[config.mk]
export PLATFORM = sky130hd
export DESIGN_NAME = permutation_unrank_top
export DESIGN_NICKNAME = d
export VERILOG_FILES = /design/src/sv/pu_pkg.sv /design/src/sv/pu_stage.sv /design/src/sv/permutation_unrank_top.sv
export SDC_FILE = /design/constraint.sdc
export NUM_CORES = 2
export LEC_CHECK = 0
export BUFFER_PORTS_ARGS = -buffer_cell sky130_fd_sc_hd__buf_2
export CAP_MARGIN = 10
export CORE_ASPECT_RATIO = 0.6
export CORE_UTILIZATION = 55
export DETAILED_ROUTE_END_ITERATION = 16
export PLACE_DENSITY = 0.75
export SLEW_MARGIN = 20
export SYNTH_ARGS = -nofsm -noshare
export SYNTH_HDL_FRONTEND = slang
export SYNTH_SLANG_ARGS = --single-unit
[constraint.sdc]
create_clock -name i_clk -period 5 [get_ports i_clk]
set_input_delay 1 -clock i_clk [delete_from_list [all_inputs] [get_ports i_clk]]
set_output_delay 1 -clock i_clk [all_outputs]
set_load 0.05 [all_outputs]
[src/sv/pu_pkg.sv]
`default_nettype none
package pu_pkg;

    localparam int RANK_W  = 22;
    localparam int DIGIT_W = 4;
    localparam int PERM_W  = 40;
    localparam int DEC_W   = 34;
    localparam int FACT_W  = 64;

    typedef struct packed {
        logic valid;
        logic err;
    } t_ctrl;

    function automatic logic [FACT_W-1:0] fact(input int n);
        logic [FACT_W-1:0] f;
        f = FACT_W'(1);
        for (int k = 2; k <= n; k++) begin
            f = f * FACT_W'(k);
        end
        return f;
    endfunction

endpackage
`default_nettype wire

[src/sv/pu_stage.sv]
`default_nettype none
module pu_stage #(
    parameter int NUM_DIGITS = 10,
    parameter int POS        = 0
) (
    input  wire logic                                      i_clk,
    input  wire logic                                      i_rst_n,
    input  wire pu_pkg::t_ctrl                             i_ctrl,
    input  wire logic [pu_pkg::RANK_W-1:0]                 i_rem,
    input  wire logic [NUM_DIGITS*pu_pkg::DIGIT_W-1:0]     i_list,
    input  wire logic [pu_pkg::PERM_W-1:0]                 i_perm,
    input  wire logic [pu_pkg::DEC_W-1:0]                  i_dec,
    output pu_pkg::t_ctrl                                  o_ctrl,
    output logic [pu_pkg::RANK_W-1:0]                      o_rem,
    output logic [NUM_DIGITS*pu_pkg::DIGIT_W-1:0]          o_list,
    output logic [pu_pkg::PERM_W-1:0]                      o_perm,
    output logic [pu_pkg::DEC_W-1:0]                       o_dec
);
    import pu_pkg::*;

    localparam int K = NUM_DIGITS - 1 - POS;
    localparam logic [FACT_W-1:0] F = fact(K);

    logic [DIGIT_W-1:0] pick;
    logic [RANK_W-1:0]  sub;
    logic [DIGIT_W-1:0] digit;
    logic [NUM_DIGITS*DIGIT_W-1:0] list_nx;

    pu_pkg::t_ctrl                 r_ctrl, n_ctrl;
    logic [RANK_W-1:0]             r_rem, n_rem;
    logic [NUM_DIGITS*DIGIT_W-1:0] r_list;
    logic [PERM_W-1:0]             r_perm, n_perm;
    logic [DEC_W-1:0]              r_dec, n_dec;

    // quotient of the remaining zero-based rank by F, via parallel compares
    always_comb begin
        pick = '0;
        sub  = '0;
        for (int k = 1; k <= K; k++) begin
            if ({{(FACT_W-RANK_W){1'b0}}, i_rem} >= FACT_W'(k) * F) begin
                pick = DIGIT_W'(k);
                sub  = RANK_W'(FACT_W'(k) * F);
            end
        end
    end

    // take the pick-th unused digit and close the gap
    always_comb begin
        digit   = '0;
        list_nx = i_list;
        for (int i = 0; i < NUM_DIGITS; i++) begin
            if (pick == DIGIT_W'(i)) begin
                digit = i_list[i*DIGIT_W +: DIGIT_W];
            end
        end
        for (int i = 0; i < NUM_DIGITS - 1; i++) begin
            if (DIGIT_W'(i) >= pick) begin
                list_nx[i*DIGIT_W +: DIGIT_W] = i_list[(i+1)*DIGIT_W +: DIGIT_W];
            end
        end
    end

    always_comb begin
        n_ctrl = i_ctrl;
        n_rem  = i_rem - sub;
        n_perm = {i_perm[PERM_W-DIGIT_W-1:0], digit};
        n_dec  = (i_dec << 3) + (i_dec << 1) + {{(DEC_W-DIGIT_W){1'b0}}, digit};
    end

    always_ff @(posedge i_clk) begin
        if (!i_rst_n) begin
            r_ctrl <= '0;
        end else begin
            r_ctrl <= n_ctrl;
        end
    end

    always_ff @(posedge i_clk) begin
        r_rem  <= n_rem;
        r_list <= list_nx;
        r_perm <= n_perm;
        r_dec  <= n_dec;
    end

    assign o_ctrl = r_ctrl;
    assign o_rem  = r_rem;
    assign o_list = r_list;
    assign o_perm = r_perm;
    assign o_dec  = r_dec;

endmodule
`default_nettype wire

[src/sv/permutation_unrank_top.sv]
// Lexicographic permutation unranker. Give a one-based rank on i_rank with start;
// start is taken on any cycle where busy is low; busy is a register that is set
// in reset and cleared once reset is released, so one rank per cycle is accepted.
// Each rank is worked through a pipeline of one register stage per digit
// position (NUM_DIGITS of them) plus an input and an output register, so its
// result appears with o_done after passing all of them, in start order. o_done
// is a single-cycle strobe and the result must be captured then; there is no
// way to hold it. A rank of zero or above NUM_DIGITS factorial sets
// o_rank_error and returns zero digits and a zero decimal value.
`default_nettype none
module permutation_unrank_top #(
    parameter int NUM_DIGITS = 10
) (
    input  wire logic                        i_clk,
    input  wire logic                        i_rst_n,
    input  wire logic                        start,
    output logic                             busy,
    input  wire logic [pu_pkg::RANK_W-1:0]   i_rank,
    output logic                             o_done,
    output logic [pu_pkg::PERM_W-1:0]        o_perm_digits,
    output logic [pu_pkg::DEC_W-1:0]         o_decimal_value,
    output logic                             o_rank_error
);
    import pu_pkg::*;

    localparam int LIST_W = NUM_DIGITS * DIGIT_W;
    localparam logic [FACT_W-1:0] FACT_N = fact(NUM_DIGITS);

    logic r_busy;

    pu_pkg::t_ctrl     c_ctrl [0:NUM_DIGITS];
    logic [RANK_W-1:0] c_rem  [0:NUM_DIGITS];
    logic [LIST_W-1:0] c_list [0:NUM_DIGITS];
    logic [PERM_W-1:0] c_perm [0:NUM_DIGITS];
    logic [DEC_W-1:0]  c_dec  [0:NUM_DIGITS];

    pu_pkg::t_ctrl     r_in_ctrl, n_in_ctrl;
    logic [RANK_W-1:0] r_in_rem;
    logic [LIST_W-1:0] init_list;

    logic              r_done;
    logic [PERM_W-1:0] r_perm;
    logic [DEC_W-1:0]  r_dec;
    logic              r_err;

    always_ff @(posedge i_clk) begin
        if (!i_rst_n) begin
            r_busy <= 1'b1;
        end else begin
            r_busy <= 1'b0;
        end
    end
    assign busy = r_busy;

    // input register: range check and switch to a zero-based rank
    always_comb begin
        n_in_ctrl.valid = start && !r_busy;
        n_in_ctrl.err   = (i_rank == '0) ||
                          ({{(FACT_W-RANK_W){1'b0}}, i_rank} > FACT_N);
    end

    always_ff @(posedge i_clk) begin
        if (!i_rst_n) begin
            r_in_ctrl <= '0;
        end else begin
            r_in_ctrl <= n_in_ctrl;
        end
    end

    always_ff @(posedge i_clk) begin
        r_in_rem <= i_rank - RANK_W'(1);
    end

    always_comb begin
        init_list = '0;
        for (int i = 0; i < NUM_DIGITS; i++) begin
            init_list[i*DIGIT_W +: DIGIT_W] = DIGIT_W'(i);
        end
    end

    assign c_ctrl[0] = r_in_ctrl;
    assign c_rem[0]  = r_in_rem;
    assign c_list[0] = init_list;
    assign c_perm[0] = '0;
    assign c_dec[0]  = '0;

    for (genvar p = 0; p < NUM_DIGITS; p++) begin : g_pos
        pu_stage #(
            .NUM_DIGITS (NUM_DIGITS),
            .POS        (p)
        ) u_stage (
            .i_clk   (i_clk),
            .i_rst_n (i_rst_n),
            .i_ctrl  (c_ctrl[p]),
            .i_rem   (c_rem[p]),
            .i_list  (c_list[p]),
            .i_perm  (c_perm[p]),
            .i_dec   (c_dec[p]),
            .o_ctrl  (c_ctrl[p+1]),
            .o_rem   (c_rem[p+1]),
            .o_list  (c_list[p+1]),
            .o_perm  (c_perm[p+1]),
            .o_dec   (c_dec[p+1])
        );
    end

    // output register, results forced to zero on a bad rank
    always_ff @(posedge i_clk) begin
        if (!i_rst_n) begin
            r_done <= 1'b0;
        end else begin
            r_done <= c_ctrl[NUM_DIGITS].valid;
        end
    end

    always_ff @(posedge i_clk) begin
        r_err  <= c_ctrl[NUM_DIGITS].err;
        r_perm <= c_ctrl[NUM_DIGITS].err ? '0 : c_perm[NUM_DIGITS];
        r_dec  <= c_ctrl[NUM_DIGITS].err ? '0 : c_dec[NUM_DIGITS];
    end

    assign o_done          = r_done;
    assign o_perm_digits   = r_perm;
    assign o_decimal_value = r_dec;
    assign o_rank_error    = r_err;

endmodule
`default_nettype wire

=== After elaboration in Yosys (flattened, before gate mapping) ===
Cells that the tools add are included.

* Add/sub/neg operators: 27
* Equality and inequality tests: 81
* Shifts and indexed selects: 0
* Divide/modulo/power cells: 0
* Order comparisons: 119
* Multiply operators: 0
* Bitwise logic cells: 0
* Multiplexer cells: 244
* Reductions and logical operators: 13

{| class="wikitable"
|+ Operators by type and width
! cell !! number
|-
| $mux W22 || 36
|-
| $mux W4 || 174
|-
| $sub A22 B22 Y22 || 8
|-
| $eq A4 B3 Y1 const B || 32
|-
| $ge A3 B4 Y1 const A || 32
|-
| $ge A22 B22 Y1 const B || 4
|-
| $ge A22 B12 Y1 const B || 3
|-
| $ge A22 B15 Y1 const B || 3
|-
| $ge A22 B18 Y1 const B || 3
|-
| $ge A22 B19 Y1 const B || 3
|-
| $ge A22 B21 Y1 const B || 3
|-
| $ge A22 B7 Y1 const B || 3
|-
| $eq A4 B2 Y1 const B || 16
|-
| $eq A4 B4 Y1 const B || 16
|-
| $ge A1 B4 Y1 const A || 16
|-
| $ge A2 B4 Y1 const A || 16
|-
| $ge A22 B10 Y1 const B || 2
|-
| $ge A22 B13 Y1 const B || 2
|-
| $ge A22 B14 Y1 const B || 2
|-
| $ge A22 B16 Y1 const B || 2
|-
| $ge A22 B17 Y1 const B || 2
|-
| $ge A22 B3 Y1 const B || 2
|-
| $ge A22 B5 Y1 const B || 2
|-
| $ge A22 B9 Y1 const B || 2
|-
| 49 further kinds || 100
|}

* Bits in latches: 0
* Memory bits (writable): 0
* ROM bits: 0
* Input bits: 25
* Memories kept: 0
* Bits in registers: 1040

=== Longest topological paths before layout ===
* Depth after elaboration: 21
* Gate-level depth with buffers: 25
* Depth with buffers taken out: 23

=== Cells and area by module ===
From an unflattened synthesis, not the netlist that was laid out.

* Cells, all modules: 5930
* Area total of the unflattened synthesis: 61436.4 µm²

{| class="wikitable"
|+ Modules (own cells, without submodules)
! module !! cells each !! area each (µm²) !! seq. area each (µm²) !! instances
|-
| pu_stage (g_pos[0].u_stage) || 698 || 6789.0 || 2742.6 || 1
|-
| pu_stage (g_pos[2].u_stage) || 645 || 6366.1 || 2662.6 || 1
|-
| pu_stage (g_pos[1].u_stage) || 648 || 6357.3 || 2742.6 || 1
|-
| pu_stage (g_pos[3].u_stage) || 609 || 6104.6 || 2662.6 || 1
|-
| pu_stage (g_pos[4].u_stage) || 564 || 5805.6 || 2662.6 || 1
|-
| pu_stage (g_pos[5].u_stage) || 541 || 5665.4 || 2662.6 || 1
|-
| pu_stage (g_pos[6].u_stage) || 535 || 5617.9 || 2662.6 || 1
|-
| pu_stage (g_pos[7].u_stage) || 506 || 5444.0 || 2662.6 || 1
|-
| pu_stage (g_pos[8].u_stage) || 501 || 5381.4 || 2662.6 || 1
|-
| pu_stage (g_pos[9].u_stage) || 426 || 4904.7 || 2662.6 || 1
|-
| permutation_unrank_top || 257 || 3000.4 || 2021.9 || 1
|}

=== Least setup slack after synthesis ===
No wires, ideal clock.

* Path type: register to register
* From: register g_pos[7].u_stage.r_rem[6]
* To: register g_pos[8].u_stage.r_dec[32]
* Path slack: -0.012 ns
* Cell stages (with the launch flop): 16
* Setup time: 0.072 ns
* Data arrival time: 4.940 ns
* Clock period less this slack: 5.012 ns
* Cell sequence: dfxtp_1 -> or4_1 -> nor4_1 -> mux2_2 -> fa_1 -> fa_1 -> a21oi_1 -> o211ai_1 -> a2111oi_0 -> o211ai_1 -> a41oi_1 -> o211ai_1 -> nor2_1 -> o21ai_0 -> a21oi_1 -> xnor2_1

* Word-level cells in the longest chain between the ends: 14
* Elaborated cells on any way between the ends: 23
* Classes of those cells: add/sub: 1; order compare: 1; eq/ne: 9; mux: 11; reduce/logical: 1

{| class="wikitable"
|+ RTL lines
! item !! line !! source
|-
| from (decl) || pu_stage.sv:30 || <nowiki>logic [RANK_W-1:0] r_rem, n_rem;</nowiki>
|-
| from (signal assigned) || pu_stage.sv:79 || <nowiki>r_rem <= n_rem;</nowiki>
|-
| $ge A22 B1 Y1 * || pu_stage.sv:40 || <nowiki>if ({{(FACT_W-RANK_W){1'b0}}, i_rem} >= FACT_W'(k) * F) begin</nowiki>
|-
| $mux W1 * || pu_stage.sv:40 ||
|-
| $logic_not A4 Y1 || pu_stage.sv:52 || <nowiki>if (pick == DIGIT_W'(i)) begin</nowiki>
|-
| $mux W4 (9 in a row) || pu_stage.sv:52 ||
|-
| $mux W4 * || pu_stage.sv:52 ||
|-
| via g_pos[8].u_stage.digit[3] || pu_stage.sv:26 || <nowiki>logic [DIGIT_W-1:0] digit;</nowiki>
|-
| $add A33 B4 Y33 * || pu_stage.sv:67 || <nowiki>n_dec = (i_dec << 3) + (i_dec << 1) + {{(DEC_W-DIGIT_W){1'b0}}, digit};</nowiki>
|-
| via g_pos[8].u_stage.n_dec[32] || pu_stage.sv:33 || <nowiki>logic [DEC_W-1:0] r_dec, n_dec;</nowiki>
|-
| to (signal assigned) || pu_stage.sv:82 || <nowiki>r_dec <= n_dec;</nowiki>
|-
| to (decl) || pu_stage.sv:33 ||
|}

Mark *: on every way through the listed nets, which the timed path passes. The rest lies on a longest branch.
A chain may end at the register's enable or synchronous reset.

=== Worst setup path after layout ===
* From: register g_pos[4].u_stage.r_rem[10]
* To: register g_pos[5].u_stage.r_dec[24]

* Word-level cells in the longest chain between the ends: 17
* Elaborated cells on any way between the ends: 29
* Classes of those cells: add/sub: 1; order compare: 4; eq/ne: 9; mux: 14; reduce/logical: 1

{| class="wikitable"
|+ RTL lines
! item !! line
|-
| from (decl) || pu_stage.sv:30
|-
| from (signal assigned) || pu_stage.sv:79
|-
| $ge A22 B5 Y1 || pu_stage.sv:40
|-
| $mux W1 || pu_stage.sv:40
|-
| $mux W4 (2 in a row) || pu_stage.sv:40
|-
| $mux W4 * || pu_stage.sv:40
|-
| $logic_not A4 Y1 || pu_stage.sv:52
|-
| $mux W4 (9 in a row) || pu_stage.sv:52
|-
| $mux W4 * || pu_stage.sv:52
|-
| via g_pos[5].u_stage.digit[3] || pu_stage.sv:26
|-
| $add A30 B4 Y30 * || pu_stage.sv:67
|-
| via g_pos[5].u_stage.n_dec[24] || pu_stage.sv:33
|-
| to (signal assigned) || pu_stage.sv:82
|-
| to (decl) || pu_stage.sv:33
|}

Marked as above.

==> metrics.txt <==
Placement Rows 72; run status finished clean; most common library cells after synthesis 844 x dfxtp_1, 396 x ha_1, 275 x nand2_1; initial antenna violation count 1; number of hold buffers added after CTS 0; PortBufs 101; vias in the first global route 23601; Synth top area share 0.472; CTS tree built; initial drt markers 1680; Final Setup Violations 0; CTS root buf clkbuf_16; placed insts 4497; CTS max path bufs 3; sequential area share after synthesis 0.472; Synth Register Bits 844; Clk Latency, worst-skew pair 0.63 ns; Max Cap Viol 0; syn nets 3939; Avg WL per Cell 15.0 microns; Die Height 200 microns; most frequent cell after synthesis dfxtp_1; DR DRC count 0; cts bufs inserted 76; final hold vios 0; Area contributors post-synth dfxtp_1 47%, ha_1 14%, xnor2_1 4.7%, nand2_1 2.9%, xor2_1 2.6%; Setup WS post-layout 0.183 ns; Cells after Synth 3492; setup TNS 0 ns; IO Count 102; Hold WS 0.321 ns; yosys warns 0; Fmax 0.208 GHz; Critical Path Max Stage Delay 0.53 ns; top fanout value on the critical path 11; share of layout cells above drive strength 1 0.133; RSZ-0062 raised after global routing yes; total power 32.1 mW; total global-route track usage 0.211; Synth Area per Inst 10.3 sq um; Async S/R FF share, synth 0; CTS clk-pin slew, worst paths 0.07 ns; post-DR vias/cell 5.33; crit start category flop; Post-Route WL 69.7 mm; library cells used by synthesis 87; worst vdd ir 0.000372 V; Ant. Diodes 0; final core utilization 0.635; Tmin final 4.82 ns; critical path's slowest cell or4_4; nets 4184; Post-DP HPWL 51.3 mm; WP data required 5.52 ns; post-synth top area cell dfxtp_1; core area 64400 sq um; worst slack, placed -0.123 ns; Top FF cell, synth dfxtp_1; PD cells 784 nW/um^2; Slew headroom 0.393; Starting Density 0.556; Final Max Slew Viols 0; Non-Filler Instances 4643; crit-path cells or4_4 -> nor2_1 -> nand4_1 -> a21oi_2 -> buf_4 -> nor3_1 -> a22o_1 -> fa_1 -> fa_2 -> a21o_1 -> a21oi_2 -> nand2b_4 -> a211oi_4 -> o31ai_2 -> buf_4 -> o21ai_0 -> a21oi_1 -> o21ai_1 -> o211a_1 -> o21a_1; routed vias 24753; HP Class reg2reg; Placed Area 38000 sq um; largest net degree at the start of global routing 73; Syn Std Cell Area 35800 sq um; endpoint type of the worst setup path flop; Leakage 18.4 nW; Die X 332 microns; ANT nets after route 0; Tcrit/Tclk final 0.963; placer congestion estimate 0.894; H-tree depth 3; worst slew pin tran 0.904 ns; clock tree sinks 844; arrival time of the worst setup path 5.34 ns; Post-synth EDFFs 0; GR Overflow Total 0; Final Cell Area 40900 sq um; clock skew 0.0249 ns; WS Path Type reg2reg; DIE AREA 66200 sq um; total iterations of the first detailed-routing run 5; first-pass GRT wire length 117 mm; area growth from synthesis to layout 14.1%
-- registers in the layout, summed over array words and instances, names as in the netlist --
signal                cells
g_pos.u_stage.o_dec     213
g_pos.u_stage.o_perm    208
g_pos.u_stage.o_rem     176
g_pos.u_stage.o_list    127
o_perm_digits            40
o_decimal_value          33
r_in_rem                 22
g_pos.u_stage.o_ctrl     20
c_ctrl                    2
busy                      1
o_done                    1
o_rank_error              1
-- cell usage in the layout, fill, tap and decap left out, types with 9 or more instances in the layout --
master and count:
a21oi_1 175, ha_1 390, xor2_1 108, o21ai_1 19, buf_4 113, o21bai_1 32, o21a_1 29, a31oi_1 25
nor2_1 219, or2_2 15, buf_2 101, a211o_1 9, clkbuf_1 11, inv_1 140, o31ai_1 9, o21ai_0 139
clkinv_2 14, nor2b_1 111, and2_1 41, or4_1 14, nand3_1 57, and3_1 12, a21oi_2 15, a21boi_0 13
mux2_2 68, nand4_1 10, nor3_1 58, clkbuf_8 10, o211ai_1 14, fa_1 24, a21o_1 74, xnor2_1 193
nand2b_1 40, or3_1 34, dfxtp_1 841, nand2_1 274, a211oi_1 20, clkbuf_16 79, nor4_1 29
-- final timing paths --
check                                                 start                          end  slack (ns)  depth (start not counted)
worst max register to register   g_pos[4].u_stage.o_rem[10]   g_pos[5].u_stage.o_dec[24]        0.18                         20
worst min-delay path            g_pos[7].u_stage.o_perm[26]  g_pos[8].u_stage.o_perm[30]        0.32                          0
worst min register to register  g_pos[7].u_stage.o_perm[26]  g_pos[8].u_stage.o_perm[30]        0.32                          0
worst max-delay path             g_pos[4].u_stage.o_rem[10]   g_pos[5].u_stage.o_dec[24]        0.18                         20
-- repair_timing --
item                       4_1_cts  5_1_grt
gates resized for setup          8       76
setup buffers                    1       12
pin swaps                        3       47
cloned                           0        0
setup endpoints to repair        9       45
-- critical path, delay by kind of cell, from the launching register on --
family	cells	cell delay, ns
adders and majority gates	2	0.92
and+or+nand+nor	5	1.13
AOI/OAI and AO/OA	11	1.96
buffers and inverters	2	0.39
DFF	1	0.32
-- routing by layer --
layer,part of all wire,wire length (microns),up-vias,global-route usage
met2,0.39,26900,636,0.303
met3,0.062,4350,98,0.0475
met4,0.017,1150,0,0.0525
met5,0,0,-,0
li1,-,-,12736,-
met1,0.53,37200,11283,0.316
-- layout make-up --
cell class,instances,area (sq um)
Clock buffer,100,2160
Fill cell,5100,23500
Timing Repair Buffer,214,1350
Clock inverter,33,308
Tap cell,851,1060
Inverter,143,537
Multi-Input combinational cell,2458,18600
Sequential cell,844,16900
-- cells by family (layout without fill, tap and decap cells) --
| kind of cell | Yosys count | in the layout | share of synthesized area |
|---|---|---|---|
| and+or+nand+nor | 972 | 972 | 0.134 |
| DFF | 844 | 844 | 0.472 |
| AOI/OAI and AO/OA | 685 | 685 | 0.124 |
| adders and majority gates | 422 | 422 | 0.153 |
| xor gates and xnor gates | 301 | 301 | 0.0736 |
| buffers and inverters | 190 | 490 | 0.0200 |
| muxes | 77 | 77 | 0.0239 |
| other | 1 | 1 | 0.000105 |
-- power breakdown --
part,internal (mW),switching (mW)
clock,3.22,2.51
sequential,8.92,1.35
combinational,7.34,8.72
No activity file was read; power rests on OpenSTA's default activity.
